## config.mk

```make
export PLATFORM = sky130hd
export DESIGN_NAME = skt_cmp
export DESIGN_NICKNAME = d
export VERILOG_FILES = /design/src/rtl/skt_pkg.sv /design/src/rtl/skt_cmp.sv
export SDC_FILE = /design/constraint.sdc
export NUM_CORES = 1
export LEC_CHECK = 0
export BUFFER_PORTS_ARGS = -buffer_cell sky130_fd_sc_hd__buf_2
export CORE_AREA = 2 2 74 76
export DETAILED_ROUTE_END_ITERATION = 7
export DIE_AREA = 0 0 76 78
export PLACE_DENSITY = 0.8
export SYNTH_ARGS = -nofsm -noshare
export SYNTH_HDL_FRONTEND = slang
export SYNTH_SLANG_ARGS = --single-unit
```

## constraint.sdc

```tcl
create_clock -name vclk -period 1.8
set_input_delay 0.09 -clock vclk [all_inputs]
set_output_delay 0.09 -clock vclk [all_outputs]
set_load 0.005 [all_outputs]
```

## src/rtl/skt_pkg.sv

```systemverilog
// shared types and constants of the sorted key table
package skt_pkg;

  localparam int unsigned KeyW     = 32;
  localparam int unsigned TagW     = 64;
  localparam int unsigned PosW     = 6;
  localparam int unsigned TotW     = 7;
  localparam int unsigned InDataW  = 96;
  localparam int unsigned OutDataW = 112;

  // operation codes carried in the input tuser
  typedef enum logic [1:0] {
    OP_INSERT = 2'd0,
    OP_DELETE = 2'd1,
    OP_SEARCH = 2'd2,
    OP_LIST   = 2'd3
  } op_e;

  // result status carried in the output tuser
  typedef enum logic [1:0] {
    ST_OK        = 2'd0,
    ST_NOT_FOUND = 2'd1,
    ST_FULL      = 2'd2,
    ST_EMPTY     = 2'd3
  } status_e;

  // sequencer states, one-hot
  typedef enum logic [4:0] {
    S_IDLE = 5'b00001,
    S_INS  = 5'b00010,
    S_PUT  = 5'b00100,
    S_SCAN = 5'b01000,
    S_LIST = 5'b10000
  } state_e;

  // one stored table entry
  typedef struct packed {
    logic [TagW-1:0] name;
    logic [KeyW-1:0] key;
  } entry_t;

  // flags from the shared compare unit
  typedef struct packed {
    logic key_le;
    logic tag_eq;
  } cmp_res_t;

  // result payload except the entry total
  typedef struct packed {
    status_e         status;
    logic [PosW-1:0] pos;
    logic [KeyW-1:0] id;
    logic [TagW-1:0] name;
    logic            last;
  } out_t;

endpackage

```

## src/rtl/skt_cmp.sv

```systemverilog
// shared compare unit: signed key order and name tag match
module skt_cmp (
  input  logic [skt_pkg::KeyW-1:0] key_a_i,
  input  logic [skt_pkg::KeyW-1:0] key_b_i,
  input  logic [skt_pkg::TagW-1:0] tag_a_i,
  input  logic [skt_pkg::TagW-1:0] tag_b_i,
  output skt_pkg::cmp_res_t        res_o
);

  // new key sorts at or before the stored key
  assign res_o.key_le = $signed(key_a_i) <= $signed(key_b_i);
  // stored name equals the requested name
  assign res_o.tag_eq = (tag_a_i == tag_b_i);

endmodule
```

# ---- After elaboration in Yosys (flattened, before gate mapping)
# Cells that the tools add are included.
dict set report totals {
  wordCells 2
  reg_bits 0
  inputBits 192
}
dict set report classes {
  magnitude_cmp 1
  eq_ne 1
}
# cell count
set op_table {}
lappend op_table {{64-bit equality test} 1}
lappend op_table {{32-bit less-or-equal comparator} 1}

# ---- Depth between registers and ports, before layout
# Gate-level depths: netlist of run 1.
dict set report logic_depth {
  ltp_word 1
  ltp_mapped 8
}

# ---- Worst setup path after synthesis of run 1
# No wires, ideal clock.
dict set report synth_path {
  kind {input to output}
  start {input key_b_i[14] (netlist bit)}
  end {output res_o[1] (netlist bit)}
  required_ns 1.710
  arrival_ns 1.601
  cell_stages 8
  slack_ns 0.109
  n_path_buf 0
  path_cell_list {inv_1 -> ha_1 -> a21oi_1 -> nand2_1 -> a221o_1 -> a211o_1 -> a21oi_2 -> mux2_1}
}
# element line_no
set synth_rtl {}
lappend synth_rtl {{start: declaration} skt_cmp.sv:4} ;# input logic [skt_pkg::KeyW-1:0] key_b_i,
lappend synth_rtl {{end: declaration} skt_cmp.sv:7} ;# output skt_pkg::cmp_res_t res_o

==> parameters.txt, run 1 <==
Parameter                              Value

Finish
  Fraction of layout instances using a drive strength above 1 ... 56.7%
  Leading cell type in the layout, fill and taps excluded ... buf_2
  Most frequent cells in the layout ... buf_2 (188), xor2_1 (64), inv_1 (24)
  Final std cell area, no fill ... 2830 µm²
  Filler Cells Inserted ... 425
  Final net count ... 630
  Ant diodes ... 0
  Utilization of the core after routing ... 56.1%
  FFs & Latches ... 0
  Post-synthesis to final-layout area growth ... 86.6%
  Number of non-filler instances in the completed layout ... 474
  Clock tree buffer count of the final layout ... 0
  Multi-input combinational cell area ... 1540 µm²
  Reg area ... 0 µm²

Route
  Total Wirelength ... 6250 µm
  Met2 routed WL ... 3230 µm
  Residual DRC count ... 0
  Via count ... 2200
  Detailed-routing wirelength on met1 ... 2260 µm
  DRT Pass-1 Iters ... 4
  Detail Route met3 WL ... 605 µm
  Uppermost metal layer occupied by signal nets ... met4
  Number of nets with antenna violations after detailed routing ... 0
  WL per Instance ... 13.2 µm
  Ratio of routed vias to standard cells ... 4.64
  1st-iter DRT viols ... 22

CTS
  Number of buffers inserted for hold repair after clock tree synthesis ... 0

Min path
  Worst hold path startpoint ... tag_b_i[58]
  Worst min-delay path category ... input pin to output pin
  End of the worst hold path ... res_o[0]
  Cell count of the worst hold path ... 6

GRT
  Antenna violations before repair ... 0
  Pin count of the biggest net entering global routing ... 4
  Aggregate global-route resource usage ... 19.8%
  Number of global-route vias before repair ... 2395
  First-pass GRT wire length ... 9850 µm
  Overflow after GRT ... 0

Pwr
  PD cells ... 212 nW/µm²
  Total design power ... 601 µW
  Maximum resistive drop on vdd ... 0.121 mV
  Leak pwr ... 1.64 nW

Timing
  Actual slew at the worst max-slew pin ... 346 ps
  Fraction of the cycle the final worst path needs ... 103%
  Post-Route Setup TNS ... -57.2 ps
  Final number of max-transition violations ... 0
  Setup violation total in the final timing report ... 1
  Setup repair after global routing missed its margin ... yes
  Setup slack of the critical path after layout ... -57.2 ps
  Minimum clock period after layout ... 1860 ps
  Hold violation total from the final report ... 0
  Relative max-transition margin ... 76.7%
  Fmax ... 538 MHz

Yosys
  Sequential area share after synthesis ... 0%
  Largest family of logic cells by synthesized area ... XOR/XNOR gates
  Xor and xnor fraction of the mapped netlist area ... 37.0%
  Count of distinct cell types in the synthesized netlist ... 21
  Synthesized area ... 1520 µm²
  Count of warnings emitted by yosys ... 0
  Gate count of the mapped netlist ... 202
  Synth area leaders ... xor2_1 (37%), ha_1 (26%), inv_1 (8.4%)
  Area share of the leading cell type in the synthesized netlist ... 37.0%
  Leading area contributor after synthesis ... xor2_1
  Total nets after synthesis ... 426
  Average size of a mapped cell ... 7.50 µm²
  Synthesized-area fraction occupied by and/or/nand/nor cells ... 16.8%
  Compound-gate portion of the synthesized area ... 10.7%
  Adder and majority cell fraction of the synthesized area ... 26.4%
  Mux share of post-synthesis cell area ... 0.743%

Die
  Row Count ... 26
  Die area ... 5930 µm²
  Core Area ... 5040 µm²
  Die Ht ... 78 µm
  Width of the chip ... 76 µm
  Starting Density ... 30.0%
  IO Pins ... 194

Setup path
  Largest fanout on the critical path ... 1
  Endpoint type of the worst setup path ... output pin
  Endpoint required time on the critical path ... 1710 ps
  Worst Path Arrival ... 1770 ps
  Worst setup path category ... input pin to output pin
  Startpoint type of the worst setup path ... input pin

Outcome
  Run status ... finished with violations
  Violated checks ... setup timing

Job
  Max Cap Violations ... 0

Placement
  RePlAce Congestion ... 0.852
  Number of buffers inserted by port buffering ... 194
  HPWL reported at the end of detailed placement ... 5220 µm
  Standard cell area after detailed placement ... 2630 µm²
  Cell Count Post-Placement ... 473
metal layers:
layer / up-vias / GRT usage, %
li1: 1110 / -
met1: 928 / 20.5
met2: 146 / 40.4
met3: 16 / 4.19
met4: 0 / 4.36
met5: - / 0
critical path, stage by stage:
cell     delay, ps
buf_2          100
ha_1           230
a21oi_2        150
o21ai_1         80
a221o_1        290
a211o_1        250
a21oi_2        140
mux2_4         320
buf_6          120
synthesized netlist by cell type:
| library cell | number |
|---|---|
| a21o_1 | 3 |
| xor2_1 | 64 |
| o21ai_1 | 2 |
| o21ai_0 | 2 |
| a211o_1 | 1 |
| mux2_1 | 1 |
| nor4_1 | 18 |
| nand3_1 | 3 |
| inv_1 | 34 |
| nand4_1 | 10 |
| a221o_1 | 1 |
| o211ai_1 | 1 |
| nor3_1 | 1 |
| a21oi_2 | 1 |
| nor2_1 | 1 |
| ha_1 | 32 |
| o21ai_2 | 1 |
| a21oi_1 | 15 |
| nand2_1 | 9 |
| and4_1 | 1 |
| nor4_2 | 1 |
metrics by stage:
stage,setup slack [ps],hold WS (ps)
final,-57.2,675
after global routing,-128,727
after CTS,-57.4,689
after detailed placement,-172,684
after global placement,-134,686
after floorplan,109,439
logic make-up after synthesis:
| logic type | after synthesis |
|---|---|
| muxes | 1 |
| and+or+nand+nor | 44 |
| AOI/OAI and AO/OA | 27 |
| xor gates and xnor gates | 64 |
| adders and majority gates | 32 |
| buffers and inverters | 34 |
worst max-delay path by stage:
| stage | start | endpoint | slack, ps | cells past startpoint |
|---|---|---|---|---|
| after global routing | key_b_i[11] | res_o[1] | -130 | 10 |
| after global placement | key_a_i[14] | res_o[1] | -130 | 9 |
| after detailed placement | key_a_i[14] | res_o[1] | -170 | 9 |
| after floorplan | key_b_i[14] | res_o[1] | 110 | 8 |
| after CTS | key_b_i[14] | res_o[1] | -60 | 10 |
| final | key_a_i[4] | res_o[1] | -60 | 9 |
area by class of cell:
cell class / instances / area share [%]
Multi-Input combinational cell: 168 / 54.3
Timing Repair Buffer: 202 / 37.8
Tap cell: 70 / 3.10
Inverter: 34 / 4.78
where the power goes:
| group | switching (mW) | internal [mW] | leakage [nW] |
|---|---|---|---|
| clock | 0 | 0 | 0 |
| sequential | 0 | 0 | 0 |
| combinational | 0.259 | 0.341 | 1.64 |
timing repair:
action	CTS	global route
setup endpoints to repair	1	1
gates resized for setup	34	1
cloned	0	0
buffers inserted	1	0
endpoints found under the hold margin	0	0
pin swaps	17	4
(Power assumes the default switching activity.)
==> inputs of run 2 (changes only) <==
- clock period: 1.8 -> 2.35 ns (I/O delays scaled with it)
==> run 2 against run 1 <==
  * The run now ends clean
  * First-iteration DRC count fell by 4.5%
  * Utilization fell by 4.9 points
  * Sequential cell count did not move
  * Cell count fell by 1.5%
  * Critical endpoint unchanged
  * Global-route usage fell by 1.7 points
  * Wire length fell by 12%
  * Die area did not move
==> parameters.txt, run 2 (synthesis results as in run 1) <==
Parameter                              Value

Outcome
  Run status ... finished clean

Route
  Total Wirelength ... 5520 µm (-12%)
  Via count ... 2074 (-5.7%)
  Number of nets with antenna violations after detailed routing ... 0 (unchanged)
  WL per Instance ... 11.8 µm (-10%)
  1st-iter DRT viols ... 21 (-4.5%)
  DRT Pass-1 Iters ... 5 (+1)
  Ratio of routed vias to standard cells ... 4.44 (-4.3%)
  Residual DRC count ... 0 (unchanged)

Setup path
  Endpoint required time on the critical path ... 2230 ps (+520 ps)
  Slowest cell on crit path ... a221o_1
  Crit path cell chain ... buf_2 > ha_1 > a21oi_1 > nand2_1 > a221o_1 > a211o_1 > a21oi_2 > mux2_1 > buf_2
  CP peak stage delay ... 340 ps (+20 ps)
  Largest fanout on the critical path ... 3 (+2)
  CP most frequent cell ... buf_2
  Worst Path Arrival ... 1910 ps (+140 ps)
  Startpoint type of the worst setup path ... input pin
  Worst setup path category ... input pin to output pin
  Endpoint type of the worst setup path ... output pin

CTS
  Number of buffers inserted for hold repair after clock tree synthesis ... 0 (unchanged)
  Post-CTS Repair Setup Buffers ... 0 (-1)
  Number of resized instances in the post-cts repair step ... 0 (-100%)

Timing
  Relative max-transition margin ... 78.4% (+1.7 points)
  Setup violation total in the final timing report ... 0 (-1)
  Fraction of the cycle the final worst path needs ... 86.2%
  Hold slack ... 745 ps (+69.9 ps)
  Setup repair after global routing missed its margin ... no
  Final number of max-transition violations ... 0 (unchanged)
  Hold violation total from the final report ... 0 (unchanged)
  Actual slew at the worst max-slew pin ... 321 ps (-24.6 ps)
  Minimum clock period after layout ... 2030 ps
  Post-Route Setup TNS ... 0 ps (+57.2 ps)
  Fmax ... 494 MHz

Die
  Width of the chip ... 76 µm (unchanged)
  Starting Density ... 30.0% (unchanged)
  Core Area ... 5040 µm² (unchanged)
  IO Pins ... 194 (unchanged)
  Row Count ... 26 (unchanged)
  Die Ht ... 78 µm (unchanged)
  Die area ... 5930 µm² (unchanged)

Finish
  Post-synthesis to final-layout area growth ... 70.4%
  Final std cell area, no fill ... 2580 µm² (-8.7%)
  Ant diodes ... 0 (unchanged)
  Clock tree buffer count of the final layout ... 0 (unchanged)
  Most frequent cells in the layout ... buf_2 (194), xor2_1 (64), inv_1 (34)
  Reg area ... 0 µm² (unchanged)
  Fraction of layout instances using a drive strength above 1 ... 49.9% (-6.8 points)
  Final net count ... 623 (-1.1%)
  FFs & Latches ... 0 (unchanged)
  Leading cell type in the layout, fill and taps excluded ... buf_2

Placement
  HPWL reported at the end of detailed placement ... 5310 µm (+1.9%)
  RePlAce Congestion ... 0.851 (-0.13%)
  Number of buffers inserted by port buffering ... 194 (unchanged)
  Standard cell area after detailed placement ... 2580 µm² (-1.7%)

Pwr
  Leak pwr ... 1.59 nW (-3.0%)
  Maximum resistive drop on vdd ... 0.0856 mV (-29%)
  PD cells ... 153 nW/µm² (-28%)
  Total design power ... 394 µW (-34%)

Job
  Max Cap Violations ... 0 (unchanged)

GRT
  Pin count of the biggest net entering global routing ... 5 (+1)
  Number of global-route vias before repair ... 2196 (-8.3%)
  First-pass GRT wire length ... 9120 µm (-7.4%)
  Overflow after GRT ... 0 (unchanged)
  Aggregate global-route resource usage ... 18.1% (-1.7 points)
  Antenna violations before repair ... 0 (unchanged)

Min path
  Worst min-delay path category ... input pin to output pin
run 2: cell types whose count changed in the layout (fill, tap and decap cells not counted), moves of 3 or more:
cell and delta:
ha_1 +10, ha_4 -10, inv_1 +10, buf_4 -7, inv_2 -7, buf_2 +6
buf_6 -6, a21oi_1 +3, a21oi_2 -3, inv_4 -3
run 2: stage by stage:
step	utilization [%]	setup WS [ps]	cells
after floorplan	-	604	202
after global placement	51.2	362	467
after detailed placement	51.2	335	467
after CTS	51.2	329	467
after global routing	51.2	204	467
final	51.2	325	467
run 2: critical path: cells and delay by family:
kind	cells	cell delay, ps
buffers and inverters	2	230
and+or+nand+nor	1	60
muxes	1	320
AOI/OAI and AO/OA	4	860
adders and majority gates	1	310
run 2: final cells by class:
| type | instances | area [µm²] |
|---|---|---|
| fillers | 472 | 2460 |
| inverters | 34 | 128 |
| multi-input cells | 168 | 1390 |
| well taps | 70 | 87.6 |
| repair buffers | 195 | 978 |
run 2: layer usage:
| layer | track usage (%) | vias to the layer above | part of all wire (%) | wire length (µm) |
|---|---|---|---|---|
| li1 | - | 1093 | - | - |
| met1 | 20.4 | 855 | 38 | 2090 |
| met2 | 35.5 | 118 | 51 | 2810 |
| met3 | 3.95 | 8 | 9.6 | 529 |
| met4 | 2.36 | 0 | 1.6 | 87 |
| met5 | 0 | - | 0 | 0 |
run 2: power by group:
group	total, mW	internal (mW)	leakage [nW]	switching [mW]
registers	0	0	0	0
clock network	0	0	0	0
logic	0.394	0.222	1.59	0.172
run 2: final timing paths:
| path | slack [ps] | cells past startpoint | to | from |
|---|---|---|---|---|
| setup / recovery | 320 | 9 | res_o[1] | key_a_i[14] |
| hold / removal | 750 | 6 | res_o[0] | tag_b_i[4] |
